File: src/hw/rtl/pcd_pkg.sv
// ----------------------------------------------------------------------------
// pcd_pkg: shared types and constants of the pwm co2 period decoder
// status codes, register indexes, reset values and controller/datapath links
// ----------------------------------------------------------------------------
package pcd_pkg;

  // time counter width default
  localparam int TIME_WIDTH_DEF = 16;

  // field widths
  localparam int CFG_W     = 16;
  localparam int CFG_IDX_W = 3;
  localparam int PPM_W     = 14;
  localparam int OUT_T_W   = 16;
  localparam int STATUS_W  = 2;

  // register indexes
  localparam logic [CFG_IDX_W-1:0] REG_TIMEOUT     = 3'd0;
  localparam logic [CFG_IDX_W-1:0] REG_FULL_SCALE  = 3'd1;
  localparam logic [CFG_IDX_W-1:0] REG_SNAP_LOW    = 3'd2;
  localparam logic [CFG_IDX_W-1:0] REG_SNAP_HIGH   = 3'd3;
  localparam logic [CFG_IDX_W-1:0] REG_SNAP_TARGET = 3'd4;

  // register reset values
  localparam logic [CFG_W-1:0] TIMEOUT_RST     = 16'd2500;
  localparam logic [PPM_W-1:0] FULL_SCALE_RST  = 14'd5000;
  localparam logic [PPM_W-1:0] SNAP_LOW_RST    = 14'd385;
  localparam logic [PPM_W-1:0] SNAP_HIGH_RST   = 14'd399;
  localparam logic [PPM_W-1:0] SNAP_TARGET_RST = 14'd400;

  // ppm ceiling
  localparam logic [PPM_W-1:0] PPM_MAX = 14'd10000;

  // offsets applied to numerator and denominator
  localparam int NUM_OFS = 2;
  localparam int DEN_OFS = 4;

  // result status codes
  localparam logic [STATUS_W-1:0] ST_OK        = 2'd0;
  localparam logic [STATUS_W-1:0] ST_TIMEOUT   = 2'd1;
  localparam logic [STATUS_W-1:0] ST_BADPERIOD = 2'd2;
  localparam logic [STATUS_W-1:0] ST_SAT       = 2'd3;

  // controller to datapath commands
  typedef struct packed {
    logic clear;
    logic tick;
    logic cap_high;
    logic cap_low;
    logic cap_end;
    logic div_start;
    logic load_timeout;
    logic load_bad;
    logic load_ok;
  } pcd_cmd_t;

  // datapath to controller status
  typedef struct packed {
    logic timeout_hit;
    logic den_bad;
    logic div_done;
  } pcd_sts_t;

endpackage

File: src/hw/rtl/pcd_div.sv
// ----------------------------------------------------------------------------
// pcd_div: restoring divider, one quotient bit per cycle
// unsigned dividend over unsigned non-zero divisor, done pulses when finished
// ----------------------------------------------------------------------------
module pcd_div #(
  parameter int DW = 30,
  parameter int VW = 17
) (
  input  logic          clk,
  input  logic          rst,
  input  logic          start,
  input  logic [DW-1:0] dividend,
  input  logic [VW-1:0] divisor,
  output logic          done,
  output logic [DW-1:0] quotient
);

  localparam int CW = $clog2(DW);

  logic          busy;
  logic [VW-1:0] rem;
  logic [DW-1:0] quot;
  logic [VW-1:0] dsr;
  logic [CW-1:0] cnt;
  logic [VW:0]   shifted;
  logic [VW:0]   diff;
  logic          ge;
  logic          last;

  assign shifted  = {rem, quot[DW-1]};
  assign diff     = shifted - {1'b0, dsr};
  assign ge       = shifted >= {1'b0, dsr};
  assign last     = cnt == CW'(DW - 1);
  assign quotient = quot;

  always_ff @(posedge clk) begin
    if (rst) begin
      busy <= 1'b0;
      done <= 1'b0;
    end else begin
      done <= 1'b0;
      if (start) begin
        busy <= 1'b1;
      end else if (busy && last) begin
        busy <= 1'b0;
        done <= 1'b1;
      end
    end
  end

  always_ff @(posedge clk) begin
    if (start) begin
      rem  <= '0;
      quot <= dividend;
      dsr  <= divisor;
      cnt  <= '0;
    end else if (busy) begin
      rem  <= ge ? diff[VW-1:0] : shifted[VW-1:0];
      quot <= {quot[DW-2:0], ge};
      cnt  <= cnt + 1'b1;
    end
  end

endmodule

File: src/hw/rtl/pcd_dpath.sv
// ----------------------------------------------------------------------------
// pcd_dpath: datapath of the period decoder
// config registers, tick timers, multiplier, divider and result registers
// ----------------------------------------------------------------------------
module pcd_dpath #(
  parameter int TIME_WIDTH = pcd_pkg::TIME_WIDTH_DEF
) (
  input  logic                          clk,
  input  logic                          rst,
  input  logic                          cfg_wr_en,
  input  logic [pcd_pkg::CFG_IDX_W-1:0] cfg_index,
  input  logic [pcd_pkg::CFG_W-1:0]     cfg_wdata,
  input  pcd_pkg::pcd_cmd_t             cmd,
  output pcd_pkg::pcd_sts_t             sts,
  output logic [pcd_pkg::PPM_W-1:0]     ppm,
  output logic [pcd_pkg::OUT_T_W-1:0]   high_time,
  output logic [pcd_pkg::OUT_T_W-1:0]   low_time,
  output logic [pcd_pkg::STATUS_W-1:0]  status
);

  import pcd_pkg::*;

  localparam int TW = TIME_WIDTH;
  localparam int PW = TW + PPM_W;   // product and quotient width
  localparam int VW = TW + 1;       // denominator width

  // config registers
  logic [CFG_W-1:0] timeout_ticks;
  logic [PPM_W-1:0] full_scale_ppm;
  logic [PPM_W-1:0] snap_low;
  logic [PPM_W-1:0] snap_high;
  logic [PPM_W-1:0] snap_target;

  // timers
  logic [TW-1:0] elapsed;
  logic [TW-1:0] high_start;
  logic [TW-1:0] low_start;
  logic [TW-1:0] high_dur;
  logic [TW-1:0] low_dur;
  logic          neg;

  logic [TW+15:0] elapsed_ext;
  logic [TW+15:0] timeout_ext;
  logic [TW+15:0] high_ext;
  logic [TW+15:0] low_ext;
  logic [VW-1:0]  dur_sum;
  logic [VW-1:0]  den;
  logic [TW-1:0]  num_mag;
  logic [PW-1:0]  product;
  logic [PW-1:0]  quot;
  logic           div_done;
  logic [PW-1:0]  snap_low_ext;
  logic [PW-1:0]  snap_high_ext;
  logic [PW-1:0]  snapped;
  logic           sat_high;
  logic [PPM_W-1:0]    ppm_calc;
  logic [STATUS_W-1:0] st_calc;

  always_ff @(posedge clk) begin
    if (rst) begin
      timeout_ticks  <= TIMEOUT_RST;
      full_scale_ppm <= FULL_SCALE_RST;
      snap_low       <= SNAP_LOW_RST;
      snap_high      <= SNAP_HIGH_RST;
      snap_target    <= SNAP_TARGET_RST;
    end else if (cfg_wr_en) begin
      case (cfg_index)
        REG_TIMEOUT:     timeout_ticks  <= cfg_wdata;
        REG_FULL_SCALE:  full_scale_ppm <= cfg_wdata[PPM_W-1:0];
        REG_SNAP_LOW:    snap_low       <= cfg_wdata[PPM_W-1:0];
        REG_SNAP_HIGH:   snap_high      <= cfg_wdata[PPM_W-1:0];
        REG_SNAP_TARGET: snap_target    <= cfg_wdata[PPM_W-1:0];
        default: ;
      endcase
    end
  end

  // elapsed counter saturates, captures use the count before the tick
  always_ff @(posedge clk) begin
    if (rst || cmd.clear) begin
      elapsed    <= '0;
      high_start <= '0;
      low_start  <= '0;
      high_dur   <= '0;
    end else begin
      if (cmd.tick && (elapsed != '1)) begin
        elapsed <= elapsed + 1'b1;
      end
      if (cmd.cap_high) begin
        high_start <= elapsed;
      end
      if (cmd.cap_low) begin
        low_start <= elapsed;
        high_dur  <= elapsed - high_start;
      end
    end
  end

  always_ff @(posedge clk) begin
    if (cmd.cap_end) begin
      low_dur <= elapsed - low_start;
    end
    if (cmd.div_start) begin
      neg <= high_dur < TW'(NUM_OFS);
    end
  end

  assign elapsed_ext = {16'b0, elapsed};
  assign timeout_ext = {{TW{1'b0}}, timeout_ticks};
  assign high_ext    = {16'b0, high_dur};
  assign low_ext     = {16'b0, low_dur};

  // period check and operands
  assign dur_sum = {1'b0, high_dur} + {1'b0, low_dur};
  assign den     = dur_sum - VW'(DEN_OFS);
  assign num_mag = (high_dur < TW'(NUM_OFS)) ? (TW'(NUM_OFS) - high_dur)
                                             : (high_dur - TW'(NUM_OFS));
  assign product = {{TW{1'b0}}, full_scale_ppm} * {{PPM_W{1'b0}}, num_mag};

  pcd_div #(
    .DW(PW),
    .VW(VW)
  ) u_div (
    .clk      (clk),
    .rst      (rst),
    .start    (cmd.div_start),
    .dividend (product),
    .divisor  (den),
    .done     (div_done),
    .quotient (quot)
  );

  assign sts.timeout_hit = elapsed_ext >= timeout_ext;
  assign sts.den_bad     = dur_sum <= VW'(DEN_OFS);
  assign sts.div_done    = div_done;

  // snap window, then clamp
  assign snap_low_ext  = {{TW{1'b0}}, snap_low};
  assign snap_high_ext = {{TW{1'b0}}, snap_high};
  assign snapped = ((quot > snap_low_ext) && (quot < snap_high_ext))
                   ? {{TW{1'b0}}, snap_target} : quot;
  assign sat_high = snapped > {{TW{1'b0}}, PPM_MAX};

  always_comb begin
    if (neg) begin
      ppm_calc = '0;
      st_calc  = (quot != '0) ? ST_SAT : ST_OK;
    end else if (sat_high) begin
      ppm_calc = PPM_MAX;
      st_calc  = ST_SAT;
    end else begin
      ppm_calc = snapped[PPM_W-1:0];
      st_calc  = ST_OK;
    end
  end

  // result registers
  always_ff @(posedge clk) begin
    if (cmd.load_timeout) begin
      ppm       <= '0;
      high_time <= '0;
      low_time  <= '0;
      status    <= ST_TIMEOUT;
    end else if (cmd.load_bad) begin
      ppm       <= '0;
      high_time <= high_ext[OUT_T_W-1:0];
      low_time  <= low_ext[OUT_T_W-1:0];
      status    <= ST_BADPERIOD;
    end else if (cmd.load_ok) begin
      ppm       <= ppm_calc;
      high_time <= high_ext[OUT_T_W-1:0];
      low_time  <= low_ext[OUT_T_W-1:0];
      status    <= st_calc;
    end
  end

endmodule

File: src/hw/rtl/pcd_ctrl.sv
// ----------------------------------------------------------------------------
// pcd_ctrl: controller of the period decoder
// measurement phases, compute sequencing and the output valid flag
// ----------------------------------------------------------------------------
module pcd_ctrl (
  input  logic              clk,
  input  logic              rst,
  input  logic              in_valid,
  output logic              in_ready,
  input  logic              func,
  input  logic              pin_level,
  output logic              out_valid,
  input  logic              out_ready,
  output pcd_pkg::pcd_cmd_t cmd,
  input  pcd_pkg::pcd_sts_t sts
);

  import pcd_pkg::*;

  localparam logic [2:0] S_IDLE      = 3'd0;
  localparam logic [2:0] S_WAIT_LOW  = 3'd1;
  localparam logic [2:0] S_WAIT_HIGH = 3'd2;
  localparam logic [2:0] S_TIME_HIGH = 3'd3;
  localparam logic [2:0] S_TIME_LOW  = 3'd4;
  localparam logic [2:0] S_MUL       = 3'd5;
  localparam logic [2:0] S_DIV       = 3'd6;
  localparam logic [2:0] S_DONE      = 3'd7;

  logic [2:0] state;
  logic [2:0] state_next;
  logic       out_free;
  logic       measuring;
  logic       accept;
  logic       load;

  assign out_free  = !out_valid || out_ready;
  assign measuring = state inside {S_IDLE, S_WAIT_LOW, S_WAIT_HIGH, S_TIME_HIGH, S_TIME_LOW};
  // only a timeout tick needs the output slot at once
  assign in_ready  = measuring && (out_free || func || (state == S_IDLE) || !sts.timeout_hit);
  assign accept    = in_valid && in_ready;
  assign load      = cmd.load_timeout || cmd.load_bad || cmd.load_ok;

  always_comb begin
    state_next = state;
    cmd        = '0;
    case (state)
      S_IDLE, S_WAIT_LOW, S_WAIT_HIGH, S_TIME_HIGH, S_TIME_LOW: begin
        if (accept) begin
          if (func) begin
            cmd.clear  = 1'b1;
            state_next = S_WAIT_LOW;
          end else if (state != S_IDLE) begin
            if (sts.timeout_hit) begin
              cmd.load_timeout = 1'b1;
              state_next       = S_IDLE;
            end else begin
              cmd.tick = 1'b1;
              case (state)
                S_WAIT_LOW: begin
                  if (!pin_level) state_next = S_WAIT_HIGH;
                end
                S_WAIT_HIGH: begin
                  if (pin_level) begin
                    cmd.cap_high = 1'b1;
                    state_next   = S_TIME_HIGH;
                  end
                end
                S_TIME_HIGH: begin
                  if (!pin_level) begin
                    cmd.cap_low = 1'b1;
                    state_next  = S_TIME_LOW;
                  end
                end
                S_TIME_LOW: begin
                  if (pin_level) begin
                    cmd.cap_end = 1'b1;
                    state_next  = S_MUL;
                  end
                end
                default: state_next = S_IDLE;
              endcase
            end
          end
        end
      end
      S_MUL: begin
        if (sts.den_bad) begin
          if (out_free) begin
            cmd.load_bad = 1'b1;
            state_next   = S_IDLE;
          end
        end else begin
          cmd.div_start = 1'b1;
          state_next    = S_DIV;
        end
      end
      S_DIV: begin
        if (sts.div_done) state_next = S_DONE;
      end
      S_DONE: begin
        if (out_free) begin
          cmd.load_ok = 1'b1;
          state_next  = S_IDLE;
        end
      end
      default: state_next = S_IDLE;
    endcase
  end

  always_ff @(posedge clk) begin
    if (rst) begin
      state     <= S_IDLE;
      out_valid <= 1'b0;
    end else begin
      state <= state_next;
      if (load) begin
        out_valid <= 1'b1;
      end else if (out_ready) begin
        out_valid <= 1'b0;
      end
    end
  end

endmodule

File: src/hw/rtl/pwm_co2_period_decoder_top.sv
// ----------------------------------------------------------------------------
// pwm_co2_period_decoder_top: pwm duty cycle to co2 ppm decoder
// times one high and one low phase of the sensor pwm and converts them to ppm
// ----------------------------------------------------------------------------
// timing: a timeout result is valid in the cycle after its tick; a period
//   result goes through the multiply state and, unless the period is bad, the
//   bit-serial divider and the done state, and loads once the output is free
// throughput: one item per cycle while measuring, unless a timeout tick waits
//   on a stalled result; input is held off from the closing tick to the load
// reset: synchronous, active high; idle, timers cleared, registers to defaults
module pwm_co2_period_decoder_top #(
  parameter int TIME_WIDTH = pcd_pkg::TIME_WIDTH_DEF
) (
  input  logic                          clk,
  input  logic                          rst,
  // item channel in
  input  logic                          in_valid,
  output logic                          in_ready,
  input  logic                          func,
  input  logic                          pin_level,
  // result channel out
  output logic                          out_valid,
  input  logic                          out_ready,
  output logic [pcd_pkg::PPM_W-1:0]     ppm,
  output logic [pcd_pkg::OUT_T_W-1:0]   high_time,
  output logic [pcd_pkg::OUT_T_W-1:0]   low_time,
  output logic [pcd_pkg::STATUS_W-1:0]  status,
  // register write port
  input  logic                          cfg_wr_en,
  input  logic [pcd_pkg::CFG_IDX_W-1:0] cfg_index,
  input  logic [pcd_pkg::CFG_W-1:0]     cfg_wdata
);

  import pcd_pkg::*;

  // command and status between the two halves
  pcd_cmd_t cmd;
  pcd_sts_t sts;

  // controller: measurement phases, divider sequencing, output handshake
  pcd_ctrl u_ctrl (
    .clk       (clk),
    .rst       (rst),
    .in_valid  (in_valid),
    .in_ready  (in_ready),
    .func      (func),
    .pin_level (pin_level),
    .out_valid (out_valid),
    .out_ready (out_ready),
    .cmd       (cmd),
    .sts       (sts)
  );

  // datapath: timers, multiply, serial divide, snap and clamp, result registers
  pcd_dpath #(
    .TIME_WIDTH(TIME_WIDTH)
  ) u_dpath (
    .clk       (clk),
    .rst       (rst),
    .cfg_wr_en (cfg_wr_en),
    .cfg_index (cfg_index),
    .cfg_wdata (cfg_wdata),
    .cmd       (cmd),
    .sts       (sts),
    .ppm       (ppm),
    .high_time (high_time),
    .low_time  (low_time),
    .status    (status)
  );

endmodule

File: config.mk
export PLATFORM = sky130hd
export DESIGN_NAME = pwm_co2_period_decoder_top
export DESIGN_NICKNAME = d
export VERILOG_FILES = /design/src/hw/rtl/pcd_pkg.sv /design/src/hw/rtl/pcd_div.sv /design/src/hw/rtl/pcd_dpath.sv /design/src/hw/rtl/pcd_ctrl.sv /design/src/hw/rtl/pwm_co2_period_decoder_top.sv
export SDC_FILE = /design/constraint.sdc
export NUM_CORES = 1
export LEC_CHECK = 0
export BUFFER_PORTS_ARGS = -buffer_cell sky130_fd_sc_hd__buf_2
export CAP_MARGIN = 20
export CORE_MARGIN = 2
export CORE_UTILIZATION = 34
export DETAILED_ROUTE_END_ITERATION = 10
export PLACE_DENSITY_LB_ADDON = 0.1
export SYNTH_ARGS = -nofsm -noshare
export SYNTH_HDL_FRONTEND = slang
export SYNTH_SLANG_ARGS = --single-unit
File: constraint.sdc
create_clock -name clk -period 22.7 [get_ports clk]
set_input_delay 0 -clock clk [delete_from_list [all_inputs] [get_ports clk]]
set_output_delay 0 -clock clk [all_outputs]
set_load 0.01 [all_outputs]
==> flow_metrics.env <==
export IMPL_status="finished, final reports clean"
export IMPL_placed_area_sq_um=23920
export IMPL_vias_per_cell=5.009
export IMPL_fp_dieH_um=262.5
export IMPL_skew_ps=36.32
export IMPL_final_cell_area_sq_um=25100
export IMPL_fillers=6743
export IMPL_cp_slowest_cell="fa_1"
export IMPL_critPathKind="flip-flop to flip-flop"
export IMPL_synth_edf_count=64
export IMPL_arrival_ps=9420
export IMPL_die_area_sq_um=68920
export IMPL_post_cts_buffers=0
export IMPL_postSynthCellCount=2642
export IMPL_relSlewSlack_pct=28.02
export IMPL_cp_start_kind="flip-flop"
export IMPL_hold_viol_final=0
export IMPL_root_buffer="clkbuf_16"
export IMPL_port_buffers=75
export IMPL_worst_ep_required_time_ps=23000
export IMPL_dp_hpwl_um=48210
export IMPL_htreeDepth=1
export IMPL_clk_pin_slew_ps=70
export IMPL_fp_coreArea_sq_um=65980
export IMPL_grt_pass1_vias=17899
export IMPL_ys_warn_count=0
export IMPL_pwr_density_cell_nw_per_um2=50.29
export IMPL_fin_crit_sh_pct=40.20
export IMPL_rows=94
export IMPL_clock_power_share_pct=39.3
export IMPL_vias=17868
export IMPL_combPwrFrac_pct=16.9
export IMPL_p_sw_share_pct=28.17
export IMPL_drt_iter0_markers=1035
export IMPL_power_mw=1.262
export IMPL_clk_path_buf_depth=3
export IMPL_holdPathStages=5
export IMPL_num_io_pins=76
export IMPL_nets=3083
export IMPL_peakVddDrop_v=0.00004470
export IMPL_hold_path_class="input port to flip-flop"
export IMPL_max_freq_mhz=109.6
export IMPL_p_sw_mw=0.3556
export IMPL_async_flop_share_pct=0
export IMPL_drtPass1Iterations=6
export IMPL_layout_drive_gt1_share_pct=7.106
export IMPL_p_seq_share_pct=43.8
export IMPL_crit_path_max_incr_delay_ps=550
export IMPL_antenna_found_initial=1
export IMPL_die_x_um=262.5
export IMPL_syn_num_nets=3046
export IMPL_rsz0062_at_grt="no"
export IMPL_endpoint_kind="flip-flop"
export IMPL_rr_worst_depth=31
export IMPL_avgSynthCellArea_sq_um=8.601
export IMPL_gp_congestion=0.8378
export IMPL_syn_to_final_growth_pct=10.46
export IMPL_synth_main_ff_cell="dfxtp_1"
export IMPL_ys_seq_area_share_pct=27.14
export IMPL_cpMostUsedCell="fa_1"
export IMPL_largest_reg_flops=30
export IMPL_overflow=0
export IMPL_cts_tree="done"
export IMPL_timing_final_crit_period_ps=9124
export IMPL_start_util_pct=34.44
export IMPL_grt_pass1_wl_um=102600
export IMPL_grt_usage_pct=18.70
export IMPL_synth_cell_types=79
export IMPL_ys_seq_elements=276
export IMPL_drcViolationCount=0
export IMPL_clock_sinks=276
export IMPL_ant_nets=0
export IMPL_leakagePower_nw=11.70
export IMPL_syn_area_sq_um=22720
export IMPL_wire_per_inst_um=18.05
export IMPL_clk_latency_ps=600
export IMPL_finalWirelength_um=64370
export IMPL_slew_violations=0
export IMPL_setup_violations=0
export IMPL_p_int_mw=0.9066
export IMPL_numCtsBuffers=30
export IMPL_tns_ps=0
export IMPL_cp_max_fo=14
export IMPL_max_cap_violations=0
export IMPL_grt_max_degree=81
export IMPL_worstMarginPinSlew_ps=1080
-- cells in the mapped netlist, drive strengths merged, types with 12 or more instances --
| cell | number | share of area, % |
|---|---|---|
| a211o | 13 | 0.50 |
| a211oi | 26 | 0.88 |
| a21o | 37 | 1.2 |
| a21oi | 175 | 3.9 |
| and2 | 113 | 3.1 |
| buf | 28 | 0.70 |
| clkbuf | 89 | 1.5 |
| dfxtp | 212 | 19 |
| edfxtp | 64 | 8.5 |
| fa | 169 | 15 |
| ha | 209 | 12 |
| inv | 315 | 5.2 |
| mux2i | 60 | 2.6 |
| nand2 | 410 | 6.8 |
| nand2b | 18 | 0.50 |
| nand3 | 36 | 0.81 |
| nand3b | 20 | 0.66 |
| nand4 | 17 | 0.47 |
| nor2 | 177 | 2.9 |
| nor2b | 20 | 0.55 |
| nor3 | 38 | 0.91 |
| nor4 | 15 | 0.51 |
| o21a | 13 | 0.43 |
| o21ai | 88 | 2.0 |
| o21bai | 12 | 0.40 |
| o31ai | 14 | 0.46 |
| or3 | 28 | 0.77 |
| xnor2 | 62 | 2.4 |
| xor2 | 44 | 1.7 |
-- worst max-delay path: cells and delay by family, from the launching register on --
kind	cells	cell delay, ps
adder cells (fa/ha/maj)	7	3430
buffers and inverters	5	430
AND/OR/NAND/NOR	10	2600
XOR/XNOR	2	330
AO/OA/AOI/OAI	7	1630
flip-flops	1	410
-- power by group through the flow --
stage          clock (mW)  sequential (mW)  combinational (mW)
2_1_floorplan           0            0.553               0.172
3_3_place_gp            0            0.563               0.208
3_5_place_dp            0            0.564               0.212
4_1_cts             0.512            0.553               0.215
5_1_grt             0.530            0.557               0.242
6_report            0.496            0.553               0.213
-- per-stage QoR --
| step | worst slack (ps) | hold slack [ps] | util [%] | std cells |
|---|---|---|---|---|
| after floorplan | 14440 | 117.8 | - | 2642 |
| after global placement | 13710 | 293.8 | 36.25 | 3491 |
| after detailed placement | 13560 | 298.2 | 36.25 | 3491 |
| after CTS | 13530 | 13.48 | 38.04 | 3566 |
| after global routing | 12980 | 92.71 | 38.04 | 3566 |
| final | 13580 | 58.95 | 38.04 | 3567 |
-- cell usage in the layout, fill, tap and decap left out, types with 25 or more instances in the layout --
master and instances:
or3_1 28, mux2i_1 60, nor3_1 34, buf_4 27, o21ai_0 86, edfxtp_1 64, and2_1 113, nand2_1 410
a211oi_1 25, ha_1 209, clkbuf_16 30, a21o_1 37, xor2_1 43, buf_2 75, dfxtp_1 212, fa_1 169
xnor2_1 62, a21oi_1 174, nand3_1 35, nor2_1 177, inv_1 314
-- layer usage --
| metal | global-route usage, % | share of wire (%) |
|---|---|---|
| met5 | 0 | 0 |
| met3 | 1.940 | 3.2 |
| met1 | 27.27 | 50 |
| met4 | 3.821 | 1.9 |
| met2 | 29.89 | 45 |
-- timing repair --
item                                    in CTS  in global routing
endpoints found under the setup margin       0                  0
resized for setup                            0                  0
hold buffers                                20                  0
hold endpoints to repair                    74                  0
-- path summary, 6_finish.rpt --
path                                       startpoint                    endpoint  slack (ps)
worst max-delay path              u_dpath.high_dur[3]  u_dpath.u_div.quotient[29]       13580
worst max register to register    u_dpath.high_dur[3]  u_dpath.u_div.quotient[29]       13580
worst min register to register  u_dpath.low_start[11]       u_dpath.low_start[11]         460
worst min-delay path                     cfg_index[0]   u_dpath.full_scale_ppm[2]          60
-- cell type report --
class	instances	area, sq um	area share [%]
inverter	315	1185	4.721
antenna	1	2.502	0.009970
sequential	276	6166	24.57
multi-input combinational	1934	14910	59.40
tap	864	1081	4.307
clock buffer	39	805.8	3.210
clock inverter	16	172.7	0.6879
timing repair buffer	122	778.2	3.101
-- logic make-up after synthesis --
group                      after synthesis  share of synthesized area, %
xor gates and xnor gates               106                         4.086
buffers and inverters                  432                         7.395
adders and majority gates              378                         26.40
AOI/OAI and AO/OA                      453                         12.72
and+or+nand+nor                        927                         19.13
muxes                                   70                         3.139
DFF                                    276                         27.14
(Power assumes the default switching activity.)
